[src/tlpc_pkg.sv]
// Package for the traffic light controller: phase codes, lamp table, register map.
package tlpc_pkg;

  localparam int DurW  = 16;
  localparam int IdxW  = 3;
  localparam int PhW   = 3;
  localparam int LampW = 6;

  localparam logic [IdxW-1:0] REG_WE_GREEN  = 3'd0;
  localparam logic [IdxW-1:0] REG_NS_GREEN  = 3'd1;
  localparam logic [IdxW-1:0] REG_YELLOW    = 3'd2;
  localparam logic [IdxW-1:0] REG_CLEARANCE = 3'd3;
  localparam logic [IdxW-1:0] REG_CROSSING  = 3'd4;

  localparam logic [DurW-1:0] RST_WE_GREEN  = 16'd4000;
  localparam logic [DurW-1:0] RST_NS_GREEN  = 16'd5000;
  localparam logic [DurW-1:0] RST_YELLOW    = 16'd2000;
  localparam logic [DurW-1:0] RST_CLEARANCE = 16'd500;
  localparam logic [DurW-1:0] RST_CROSSING  = 16'd4000;

  typedef enum logic [7:0] {
    PH_WE_GREEN  = 8'b0000_0001,
    PH_WE_YELLOW = 8'b0000_0010,
    PH_CLEAR1    = 8'b0000_0100,
    PH_NS_GREEN  = 8'b0000_1000,
    PH_NS_YELLOW = 8'b0001_0000,
    PH_CLEAR2    = 8'b0010_0000,
    PH_CROSS1    = 8'b0100_0000,
    PH_CROSS2    = 8'b1000_0000
  } phase_t;

  typedef struct packed {
    logic [DurW-1:0] we_green;
    logic [DurW-1:0] ns_green;
    logic [DurW-1:0] yellow;
    logic [DurW-1:0] clearance;
    logic [DurW-1:0] crossing;
  } cfg_t;

  typedef struct packed {
    phase_t phase;
    logic   req;
  } status_t;

  function automatic logic [PhW-1:0] phase_code(phase_t p);
    logic [PhW-1:0] c;
    case (p)
      PH_WE_GREEN:  c = 3'd0;
      PH_WE_YELLOW: c = 3'd1;
      PH_CLEAR1:    c = 3'd2;
      PH_NS_GREEN:  c = 3'd3;
      PH_NS_YELLOW: c = 3'd4;
      PH_CLEAR2:    c = 3'd5;
      PH_CROSS1:    c = 3'd6;
      PH_CROSS2:    c = 3'd7;
      default:      c = 3'd0;
    endcase
    return c;
  endfunction

  // bit0 red NS, 1 yellow NS, 2 green NS, 3 red WE, 4 yellow WE, 5 green WE
  function automatic logic [LampW-1:0] phase_lamps(phase_t p);
    logic [LampW-1:0] l;
    case (p)
      PH_WE_GREEN:  l = 6'h21;
      PH_WE_YELLOW: l = 6'h11;
      PH_NS_GREEN:  l = 6'h0C;
      PH_NS_YELLOW: l = 6'h0A;
      default:      l = 6'h09;
    endcase
    return l;
  endfunction

endpackage

[src/tlpc_in_stage.sv]
// Input register stage: holds one accepted transaction until the phase unit takes it.
module tlpc_in_stage (
  input  logic clk,
  input  logic rst_n,
  input  logic in_valid,
  output logic in_stall,
  input  logic in_tick,
  input  logic in_button,
  input  logic take,
  output logic held_valid,
  output logic held_tick,
  output logic held_button
);

  logic valid_r, valid_nxt;
  logic tick_r;
  logic button_r;
  logic load;

  assign in_stall = valid_r && !take;
  assign load     = in_valid && !in_stall;

  always_comb begin
    valid_nxt = valid_r;
    if (take) begin
      valid_nxt = 1'b0;
    end
    if (load) begin
      valid_nxt = 1'b1;
    end
  end

  always_ff @(posedge clk) begin
    if (!rst_n) begin
      valid_r <= 1'b0;
    end else begin
      valid_r <= valid_nxt;
    end
  end

  always_ff @(posedge clk) begin
    if (load) begin
      tick_r   <= in_tick;
      button_r <= in_button;
    end
  end

  assign held_valid  = valid_r;
  assign held_tick   = tick_r;
  assign held_button = button_r;

endmodule

[src/tlpc_phase_unit.sv]
// Phase sequencer: phase state, tick count and latched pedestrian request.
module tlpc_phase_unit (
  input  logic              clk,
  input  logic              rst_n,
  input  logic              step,
  input  logic              tick,
  input  logic              button,
  input  tlpc_pkg::cfg_t    cfg,
  output tlpc_pkg::status_t status_nxt
);

  tlpc_pkg::phase_t phase_r, phase_nxt, succ;
  logic [tlpc_pkg::DurW-1:0] elapsed_r, elapsed_nxt;
  logic [tlpc_pkg::DurW-1:0] dur;
  logic [tlpc_pkg::DurW:0]   count;
  logic req_r, req_nxt, req_set, done;

  assign req_set = req_r || button;
  assign count   = {1'b0, elapsed_r} + {{tlpc_pkg::DurW{1'b0}}, 1'b1};

  always_comb begin
    case (phase_r)
      tlpc_pkg::PH_WE_GREEN:  dur = cfg.we_green;
      tlpc_pkg::PH_NS_GREEN:  dur = cfg.ns_green;
      tlpc_pkg::PH_WE_YELLOW,
      tlpc_pkg::PH_NS_YELLOW: dur = cfg.yellow;
      tlpc_pkg::PH_CLEAR1,
      tlpc_pkg::PH_CLEAR2:    dur = cfg.clearance;
      default:                dur = cfg.crossing;
    endcase
  end

  always_comb begin
    case (phase_r)
      tlpc_pkg::PH_WE_GREEN:  succ = tlpc_pkg::PH_WE_YELLOW;
      tlpc_pkg::PH_WE_YELLOW: succ = tlpc_pkg::PH_CLEAR1;
      tlpc_pkg::PH_CLEAR1:    succ = req_set ? tlpc_pkg::PH_CROSS1 : tlpc_pkg::PH_NS_GREEN;
      tlpc_pkg::PH_NS_GREEN:  succ = tlpc_pkg::PH_NS_YELLOW;
      tlpc_pkg::PH_NS_YELLOW: succ = tlpc_pkg::PH_CLEAR2;
      tlpc_pkg::PH_CLEAR2:    succ = req_set ? tlpc_pkg::PH_CROSS2 : tlpc_pkg::PH_WE_GREEN;
      tlpc_pkg::PH_CROSS1:    succ = tlpc_pkg::PH_NS_GREEN;
      default:                succ = tlpc_pkg::PH_WE_GREEN;
    endcase
  end

  assign done = tick && (count >= {1'b0, dur});

  always_comb begin
    phase_nxt   = phase_r;
    elapsed_nxt = elapsed_r;
    req_nxt     = req_set;
    if (done) begin
      phase_nxt   = succ;
      elapsed_nxt = '0;
      if (phase_r == tlpc_pkg::PH_CROSS1 || phase_r == tlpc_pkg::PH_CROSS2) begin
        req_nxt = 1'b0;
      end
    end else if (tick) begin
      elapsed_nxt = count[tlpc_pkg::DurW-1:0];
    end
  end

  always_ff @(posedge clk) begin
    if (!rst_n) begin
      phase_r   <= tlpc_pkg::PH_WE_GREEN;
      elapsed_r <= '0;
      req_r     <= 1'b0;
    end else if (step) begin
      phase_r   <= phase_nxt;
      elapsed_r <= elapsed_nxt;
      req_r     <= req_nxt;
    end
  end

  assign status_nxt.phase = phase_nxt;
  assign status_nxt.req   = req_nxt;

endmodule

[src/traffic_light_pedestrian_controller_core.sv]
// Top level of the two-road traffic light controller with pedestrian request.
//
//   channel | direction | handshake         | payload
//   in      | input     | in_valid/in_stall | in_tick, in_button
//   out     | output    | out_valid/out_stall | out_lamps, out_phase, out_request_pending
//   cfg     | input     | cfg_we            | cfg_index, cfg_wdata
//
// One transaction per cycle while out_stall is low; each result passes the input
// register, then the result register, set by the phase update between them.
// Synchronous reset restores default durations, WE green, count and request cleared.
// A stalled result holds; one more transaction is buffered in the input register.
module traffic_light_pedestrian_controller_core (
  input  logic                         clk,
  input  logic                         rst_n,
  input  logic                         in_valid,
  output logic                         in_stall,
  input  logic                         in_tick,
  input  logic                         in_button,
  output logic                         out_valid,
  input  logic                         out_stall,
  output logic [tlpc_pkg::LampW-1:0]   out_lamps,
  output logic [tlpc_pkg::PhW-1:0]     out_phase,
  output logic                         out_request_pending,
  input  logic                         cfg_we,
  input  logic [tlpc_pkg::IdxW-1:0]    cfg_index,
  input  logic [tlpc_pkg::DurW-1:0]    cfg_wdata
);

  tlpc_pkg::cfg_t    cfg_r, cfg_nxt;
  tlpc_pkg::status_t status_nxt;
  logic held_valid, held_tick, held_button, move;
  logic out_valid_r, out_valid_nxt;
  logic [tlpc_pkg::LampW-1:0] lamps_r;
  logic [tlpc_pkg::PhW-1:0]   phase_r;
  logic                       req_r;

  always_comb begin
    cfg_nxt = cfg_r;
    if (cfg_we) begin
      case (cfg_index)
        tlpc_pkg::REG_WE_GREEN:  cfg_nxt.we_green  = cfg_wdata;
        tlpc_pkg::REG_NS_GREEN:  cfg_nxt.ns_green  = cfg_wdata;
        tlpc_pkg::REG_YELLOW:    cfg_nxt.yellow    = cfg_wdata;
        tlpc_pkg::REG_CLEARANCE: cfg_nxt.clearance = cfg_wdata;
        tlpc_pkg::REG_CROSSING:  cfg_nxt.crossing  = cfg_wdata;
        default:                 cfg_nxt = cfg_r;
      endcase
    end
  end

  always_ff @(posedge clk) begin
    if (!rst_n) begin
      cfg_r.we_green  <= tlpc_pkg::RST_WE_GREEN;
      cfg_r.ns_green  <= tlpc_pkg::RST_NS_GREEN;
      cfg_r.yellow    <= tlpc_pkg::RST_YELLOW;
      cfg_r.clearance <= tlpc_pkg::RST_CLEARANCE;
      cfg_r.crossing  <= tlpc_pkg::RST_CROSSING;
    end else begin
      cfg_r <= cfg_nxt;
    end
  end

  assign move = held_valid && (!out_valid_r || !out_stall);

  tlpc_in_stage u_in (
    .clk         (clk),
    .rst_n       (rst_n),
    .in_valid    (in_valid),
    .in_stall    (in_stall),
    .in_tick     (in_tick),
    .in_button   (in_button),
    .take        (move),
    .held_valid  (held_valid),
    .held_tick   (held_tick),
    .held_button (held_button)
  );

  tlpc_phase_unit u_phase (
    .clk        (clk),
    .rst_n      (rst_n),
    .step       (move),
    .tick       (held_tick),
    .button     (held_button),
    .cfg        (cfg_r),
    .status_nxt (status_nxt)
  );

  always_comb begin
    out_valid_nxt = out_valid_r;
    if (out_valid_r && !out_stall) begin
      out_valid_nxt = 1'b0;
    end
    if (move) begin
      out_valid_nxt = 1'b1;
    end
  end

  always_ff @(posedge clk) begin
    if (!rst_n) begin
      out_valid_r <= 1'b0;
    end else begin
      out_valid_r <= out_valid_nxt;
    end
  end

  always_ff @(posedge clk) begin
    if (move) begin
      lamps_r <= tlpc_pkg::phase_lamps(status_nxt.phase);
      phase_r <= tlpc_pkg::phase_code(status_nxt.phase);
      req_r   <= status_nxt.req;
    end
  end

  assign out_valid           = out_valid_r;
  assign out_lamps           = lamps_r;
  assign out_phase           = phase_r;
  assign out_request_pending = req_r;

endmodule
[config.mk]
export PLATFORM = sky130hd
export DESIGN_NAME = traffic_light_pedestrian_controller_core
export DESIGN_NICKNAME = d
export VERILOG_FILES = /design/src/tlpc_pkg.sv /design/src/tlpc_in_stage.sv /design/src/tlpc_phase_unit.sv /design/src/traffic_light_pedestrian_controller_core.sv
export SDC_FILE = /design/constraint.sdc
export NUM_CORES = 1
export LEC_CHECK = 0
export BUFFER_PORTS_ARGS = -buffer_cell sky130_fd_sc_hd__buf_2
export CORE_ASPECT_RATIO = 0.75
export CORE_MARGIN = 2
export CORE_UTILIZATION = 60
export DETAILED_ROUTE_END_ITERATION = 12
export PLACE_DENSITY = 0.77
export RECOVER_POWER = 100
export REMOVE_ABC_BUFFERS = 1
export SLEW_MARGIN = 10
export SYNTH_ARGS = -nofsm -noshare
export SYNTH_HDL_FRONTEND = slang
export SYNTH_HIERARCHICAL = 1
export SYNTH_SLANG_ARGS = --single-unit
[constraint.sdc]
create_clock -name clk -period 5.75 [get_ports clk]
set_clock_uncertainty 0.1 [all_clocks]
set_input_delay 0.2875 -clock clk [delete_from_list [all_inputs] [get_ports clk]]
set_output_delay 0.2875 -clock clk [all_outputs]
set_load 0.02 [all_outputs]
Yosys cells after proc, flatten, opt, wreduce, memory -nomap -nowiden
Index checks and enable logic that the tools add are counted.

cells by class
  eq/ne operators = 20
  $lt $le $gt $ge = 1
  mux-type cells = 15
  reduce and logical (&&, ||, !) cells = 24
  add/sub/neg operators = 1

operators with widths
  operator               count
  $pmux 16 s4            1
  $pmux 8 s7             1
  $mux 16                2
  $pmux 6 s4             1
  $pmux 3 s7             1
  $add 16x1->17 const B  1
  $ge 17x16->1           1
  $eq 8x1->1 const B     2
  $eq 8x2->1 const B     2
  $eq 8x3->1 const B     2
  $eq 8x4->1 const B     2
  $eq 8x5->1 const B     2
  $eq 8x6->1 const B     2
  $eq 8x7->1 const B     2
  $eq 8x8->1 const B     2
  $mux 8                 2
  $reduce_and 2->1       6
  $mux 7                 1
  $eq 3x2->1 const B     2
  $mux 1                 6
  $reduce_bool 2->1      3
  $logic_and 1x1->1      5
  $logic_not 1->1        4
  $reduce_or 2->1        2
  4 further kinds        6

word-level totals
  register bits = 119
  logic and storage cells = 76

Depth between registers and ports, before layout
Gate-level depths: netlist of run 1.

  depth in word-level cells = 8
  gate-level depth with buffers = 21
  depth with buffers taken out = 16

Cells and area by module
Netlist of run 1, hierarchy kept.

modules (own cells, without submodules)
  module                                    area an instance (um^2)  instances  cells each
  traffic_light_pedestrian_controller_core  3565.9                   1          412
  tlpc_phase_unit                           2615.0                   1          326
  tlpc_in_stage                             107.6                    1          6

Worst setup path before layout of run 1
Ideal clock, no wire load.

  path type = register to register
  from = reg u_phase.phase_r[3]
  to = reg lamps_r, in the netlist out_lamps[5], data pin
  data required time = 5490 ps
  slack = 1058 ps
  stages on the path, launching flop included = 20
  library setup time = 160 ps
  arrival time = 4433 ps
  path through = dfxtp_1 -> buf_2 -> or3_4 -> a2111oi_2 -> o21ai_2 -> buf_6 -> a221oi_2 -> ha_1 -> a21oi_1 -> o21ai_0 -> a2111oi_0 -> o211a_1 -> buf_4 -> nand2b_1 -> buf_4 -> mux2_1 -> clkbuf_1 -> nor4_1 -> nand2_1 -> nor3b_1

RTL lines
  what                    line                                             text
  start, declared         tlpc_phase_unit.sv:12                            tlpc_pkg::phase_t phase_r, phase_nxt, succ;
  start signal, assigned  tlpc_phase_unit.sv:65                            phase_r <= tlpc_pkg::PH_WE_GREEN;
  start signal, assigned  tlpc_phase_unit.sv:69                            phase_r <= phase_nxt;
  end signal, assigned    traffic_light_pedestrian_controller_core.sv:108  lamps_r <= tlpc_pkg::phase_lamps(status_nxt.phase);
  end, declared           traffic_light_pedestrian_controller_core.sv:33   logic [tlpc_pkg::LampW-1:0] lamps_r;

==> run metrics, run 1 <==
status=finished, violations left; failing checks=capacitance limit, slew limit; global route overflow=0; Synth top area share=0.341; DR iter-0 viols=approximately 580; footprint of the multi-input gates=approximately 0.0034 mm²; reg2reg end=out_phase[2]; Max-slew headroom=-1.48; RSZ-0062 raised after global routing=no; Avg Inst Size Synth=roughly 8.5 µm²; Yosys warning count=6; Worst R2R Setup Slack=approximately 0.36 ns; switching part of the total=0.224; Hold Path Sink=cfg_r[60]; Setup crit end kind=flop; R2R depth=15; largest net degree at the start of global routing=102; # setup viols final=0; Worst Path Class, Setup=reg -> reg; most common cell after layout, fill and taps aside=nand2_1; Worst Hold Launch=cfg_wdata[12]; leakage=2.69 nW; post-DR wirelength/cell=18.0 µm; Internal Power=roughly 1.6 mW; Layout area overhead=11.9%; Die Y=92.7 µm; Mapped Cells=744; TritonCTS clock tree=done; Root Buffer=clkbuf_16; post-synthesis cell type count=67; Req. time, crit path=5.89 ns; ant diodes=0; Main synth FF type=dfxtp_1; Reg-to-Reg Start=u_phase/phase_r[2]; nets=between 700 and 800; die width=122 µm; port buffer count=37; Clk Latency, worst-skew pair=between 0.4 and 0.5 ns; CP arrival=5.53 ns; measured slew at the worst slew-check pin=3.71 ns; clock share of power=0.531; area leader, netlist=dfxtp_1; ys async rst share=0; first-pass GRT wire length=26400 µm; clk sinks=119; Hold Path Class=in -> reg; Ports=38; H-tree lvl count=4; maximum vdd drop=~210 µV; GP Congestion=0.893; ratio of cells with drive above 1 in the final layout=0.116; via-per-instance ratio=6.25; Initial Util=0.614; final antenna-violating net count=0; Tot Pwr=2.10 mW; hpwl dp=roughly 11000 µm; Area contributors post-synth=dfxtp_1 (34%), nand2_1 (12%), edfxtp_1 (5.7%); clk buf depth=2; number of max-cap violations=1; clock transition at the registers of the reported paths=0.06 ns; die area=0.0113 mm²; post-synthesis sequential area ratio=0.398; fill count=834; most frequent cells in the layout=nand2_1 (200), dfxtp_1 (107), a21boi_0 (53); largest fanout on the critical path=16; number of enable flip-flop cells after synthesis=12; setup TNS=0 ns; fin crit share=0.938; post-synthesis instance area=0.00629 mm²; PwrDens=298 mW/mm²; final core utilization=0.687; initial antenna violation count=0; Total GRT Usage=0.300; Seq pwr share=0.416; Switch Pwr=0.471 mW; critical path startpoint category=flop; storage element area=roughly 0.0025 mm²; via count=5628; CTS buffer count=17; Final Critical Period=between 5 and 6 ns; final WL=16200 µm; vias in the first global route=~5400; final hold violations=0; Core Area=0.0102 mm²; DRT Pass-1 Iters=6; FP Rows=32; hold path depth=3; synthesis-stage register bit count=119; fin. max-slew vios=102; combinational share of power=0.053; fmax=approximately 190 MHz; Remaining DRCs=0
## per-stage QoR
step / worst slack, ns / std cells / hold slack [ns] / instance area (µm²)
2_1_floorplan: 0.562 / 684 / 0.259 / 5980
4_1_cts: 0.258 / 900 / 0.0341 / 7050
3_3_place_gp: 0.637 / 865 / 0.340 / 6390
6_report: 0.358 / 901 / 0.0403 / 7040
3_5_place_dp: 0.272 / 865 / 0.349 / 6390
5_1_grt: 0.0387 / 901 / 0.0564 / 7040
## metal layers
metal / vias up / track usage / wire, µm
li1: 2652 / - / -
met1: 2666 / 0.384 / 6890
met2: 266 / 0.480 / 7600
met3: 44 / 0.0653 / 1280
met4: 0 / 0.145 / 400
met5: - / 0 / 0
## state kept, by name, indices dropped and copies added, names as in the netlist
register / count
u_in/held_button: 1
out_valid: 1
u_phase/elapsed_r: 16
out_request_pending: 1
u_in/held_tick: 1
u_in/held_valid: 1
u_phase/req_r: 1
u_phase/phase_r: 8
cfg_r: 80
out_lamps: 6
out_phase: 3
## power groups by stage
| stage | clock (mW) | sequential (mW) | combinational, mW |
|---|---|---|---|
| 4_1_cts | 1.12 | 0.873 | 0.111 |
| 6_report | 1.11 | 0.874 | 0.112 |
| 2_1_floorplan | 0 | 0.891 | 0.0553 |
| 3_5_place_dp | 0 | 0.891 | 0.109 |
| 3_3_place_gp | 0 | 0.890 | 0.104 |
| 5_1_grt | 1.16 | 0.876 | 0.123 |
## what timing repair did
action                                  4_1_cts  5_1_grt
hold buffers                                  3        0
endpoints found under the setup margin        0        8
setup buffers                                 0        1
gates resized for setup                       0        3
endpoints found under the hold margin         3        0
## layout make-up
type	count	share of cell area
timing repair buffer	49	0.0363
sequential	119	0.356
clock inverter	11	0.0206
multi-input combinational	540	0.482
clock buffer	21	0.0685
tap	136	0.0242
inverter	25	0.0133
## worst max path at each step
stage,to,cells past startpoint,from
finish,out_phase[2],15,u_phase/phase_r[2]
global route,out_phase[2],15,u_phase/phase_r[2]
CTS,out_lamps[5],16,u_phase/phase_r[2]
detailed placement,out_lamps[5],16,u_phase/phase_r[2]
global placement,out_lamps[5],16,u_phase/phase_r[2]
floorplan,out_lamps[5],15,u_phase/phase_r[2]
## Yosys cell counts, types with 3 or more instances
master	n
a211oi_1	5
a21boi_0	44
a21boi_1	9
a21oi_1	15
a221oi_1	6
a221oi_2	9
a222oi_1	16
a31oi_1	6
and3_1	8
and4_1	4
and4b_1	4
and4bb_2	3
buf_2	21
buf_4	5
buf_6	4
clkbuf_1	23
clkbuf_2	7
clkinv_1	15
dfxtp_1	107
edfxtp_1	12
ha_1	17
inv_1	9
mux2_1	8
mux2i_1	5
nand2_1	200
nand2b_1	3
nand3_1	45
nand4_1	9
nand4b_1	4
nand4bb_1	3
nor2_1	20
nor2b_1	3
nor3_1	8
nor4_1	8
o21ai_0	10
o21ai_1	6
or4_1	3
xnor2_1	8
xor2_1	12
## critical path, cell delays in order (launching register included)
cell       delay [ns]
dfxtp_1          0.63
xor2_1           0.29
a2111oi_2        0.14
a2111oi_2        0.43
o21ai_2          0.10
buf_4            0.23
a221oi_2         0.31
ha_1             0.30
a21oi_1          0.15
o21ai_0          0.10
a2111oi_0        0.46
o211a_1          0.29
nand2b_1         0.38
mux2_1           0.49
or4_1            0.55
a21boi_0         0.25
## kinds of logic (layout without fill, tap and decap cells)
| family | count (synthesis) | in the layout | synth area share |
|---|---|---|---|
| AOI/OAI and AO/OA | 147 | 147 | 0.185 |
| xor gates and xnor gates | 20 | 20 | 0.0279 |
| adders and majority gates | 17 | 17 | 0.0338 |
| buffers and inverters | 85 | 106 | 0.0641 |
| DFF | 119 | 119 | 0.398 |
| muxes | 13 | 13 | 0.0223 |
| and+or+nand+nor | 343 | 343 | 0.269 |
No activity file was read; power rests on OpenSTA's default activity.
==> run 2, diff against run 1 <==
--- a/config.mk
+++ b/config.mk
@@ -10,7 +10,7 @@
 export CORE_MARGIN = 2
 export CORE_UTILIZATION = 60
 export DETAILED_ROUTE_END_ITERATION = 12
-export PLACE_DENSITY = 0.77
+export PLACE_DENSITY = 0.8
 export RECOVER_POWER = 100
 export REMOVE_ABC_BUFFERS = 1
 export SLEW_MARGIN = 10
==> run metrics, run 2 (same netlist as run 1, synthesis figures left out) <==
status=finished, violations left; failing checks=capacitance limit, slew limit; ratio of cells with drive above 1 in the final layout=0.110; Hold Path Class=in -> reg; DRT Pass-1 Iters=6; DR iter-0 viols=about 600; Min Hold Slack=0.0231 ns; clk buf depth=2; # setup viols final=0; first-pass GRT wire length=26800 µm; port buffer count=37; final WL=16200 µm; H-tree lvl count=4; final hold violations=0; Root Buffer=clkbuf_16; Die Y=92.7 µm; Max-slew headroom=-1.49; largest net degree at the start of global routing=between 100 and 150; DP Area=0.00639 mm²; Setup crit end kind=flop; CTS buffer count=17; Post-Layout Inst Area=0.00699 mm²; fin crit share=0.930; Req. time, crit path=around 5.9 ns; TritonCTS clock tree=done; ant diodes=0; final antenna-violating net count=0; vias in the first global route=5477; combinational share of power=0.053; most common cell after layout, fill and taps aside=nand2_1; fmax=187 MHz; setup TNS=0 ns; clock transition at the registers of the reported paths=0.05 ns; die width=between 100 and 150 µm; initial antenna violation count=0; via count=5580; number of max-cap violations=1; FP Rows=32; Internal Power=1.62 mW; PwrDens=297 mW/mm²; die area=0.0113 mm²; nets=792; via-per-instance ratio=6.22; maximum vdd drop=216 µV; leakage=2.68 nW; Initial Util=0.614; switching part of the total=0.221; fin. max-slew vios=102; Seq pwr share=0.421; hpwl dp=10600 µm; RSZ-0062 raised after global routing=no; Layout area overhead=11.1%; clk sinks=119; Clk Latency, worst-skew pair=0.42 ns; Ports=38; post-DR wirelength/cell=~18 µm; register bank with the most flops=cfg_r; largest fanout on the critical path=16; Final Critical Period=between 5 and 6 ns; CP arrival=5.49 ns; Total GRT Usage=0.302; Core Area=0.0102 mm²; setup repair bufs after CTS=0; critical path startpoint category=flop; global route overflow=0; Top Registers=cfg_r: 80 flops, u_phase/elapsed_r: 16 flops, u_phase/phase_r: 8 flops; Switch Pwr=0.459 mW; Worst Path Class, Setup=reg -> reg; Tot Pwr=2.08 mW; measured slew at the worst slew-check pin=3.73 ns; Largest register FFs=80; clock share of power=0.526; GP Congestion=0.882; final core utilization=0.682; most frequent cells in the layout=nand2_1 (200), dfxtp_1 (107), a21boi_0 (53); Remaining DRCs=0
==> run 2: cell count changes in the layout (fill, tap and decap cells not counted), sizes merged <==
cell	delta
inv	-1
dlygate4sd3	-1
clkbuf	+3
buf	-1
bufinv	-1
clkinvlp	-3
==> run 2: metrics by stage <==
| stage | setup WS (ns) | instances |
|---|---|---|
| final | 0.405 | 897 |
| after global placement | 0.735 | 864 |
| after detailed placement | 0.337 | 864 |
| after global routing | 0.0747 | 897 |
| after floorplan | 0.562 | 684 |
| after CTS | 0.302 | 897 |
==> run 2: worst max-delay path, stage by stage (launching register included) <==
cell and delay, ns:
dfxtp_1 0.59, xor2_1 0.16, a2111oi_0 0.63, a2111oi_2 0.13
o21ai_2 0.16, buf_4 0.28, a221oi_2 0.12, ha_1 0.34
a21oi_1 0.14, o21ai_0 0.09, a2111oi_0 0.56, o211a_1 0.25
nand2b_1 0.37, mux2_1 0.47, nor4_2 0.43, nand2_1 0.12
nor3b_1 0.22
==> run 2: worst paths after layout <==
check                                        start               to  slack (ns)  cells after the start
worst min-delay path                      in_valid  u_in/held_valid        0.02                      2
worst max-delay path            u_phase/phase_r[3]     out_lamps[5]        0.41                     16
worst max register to register  u_phase/phase_r[3]     out_lamps[5]        0.41                     16
worst min register to register           cfg_r[75]        cfg_r[75]        0.37                      2
==> run 2: power groups by stage <==
stage / clock network (mW) / registers [mW] / logic, mW
after global routing: 1.14 / 0.876 / 0.122
after detailed placement: 0 / 0.891 / 0.108
final: 1.09 / 0.874 / 0.111
after CTS: 1.09 / 0.874 / 0.111
after global placement: 0 / 0.890 / 0.104
after floorplan: 0 / 0.891 / 0.0553
==> run 2: area by class of cell <==
type	count	area [µm²]
Multi-Input combinational cell	540	3370
Tap cell	136	170
Timing Repair Buffer	46	231
Fill cell	811	3260
Clock inverter	6	86.3
Clock buffer	25	527
Inverter	25	93.8
Sequential cell	119	2500
==> run 2: what timing repair did <==
action | CTS | global route
hold endpoints to repair | 2 | 0
resized for setup | 0 | 1
setup endpoints to repair | 0 | 4
hold buffers | 2 | 0
==> run 2: metal layers <==
| layer | share of wire | wire length, µm | vias up | global-route usage |
|---|---|---|---|---|
| li1 | - | - | 2641 | - |
| met1 | 0.43 | 6940 | 2642 | 0.393 |
| met2 | 0.47 | 7690 | 253 | 0.486 |
| met3 | 0.074 | 1190 | 44 | 0.0696 |
| met4 | 0.025 | 410 | 0 | 0.119 |
| met5 | 0 | 0 | - | 0 |
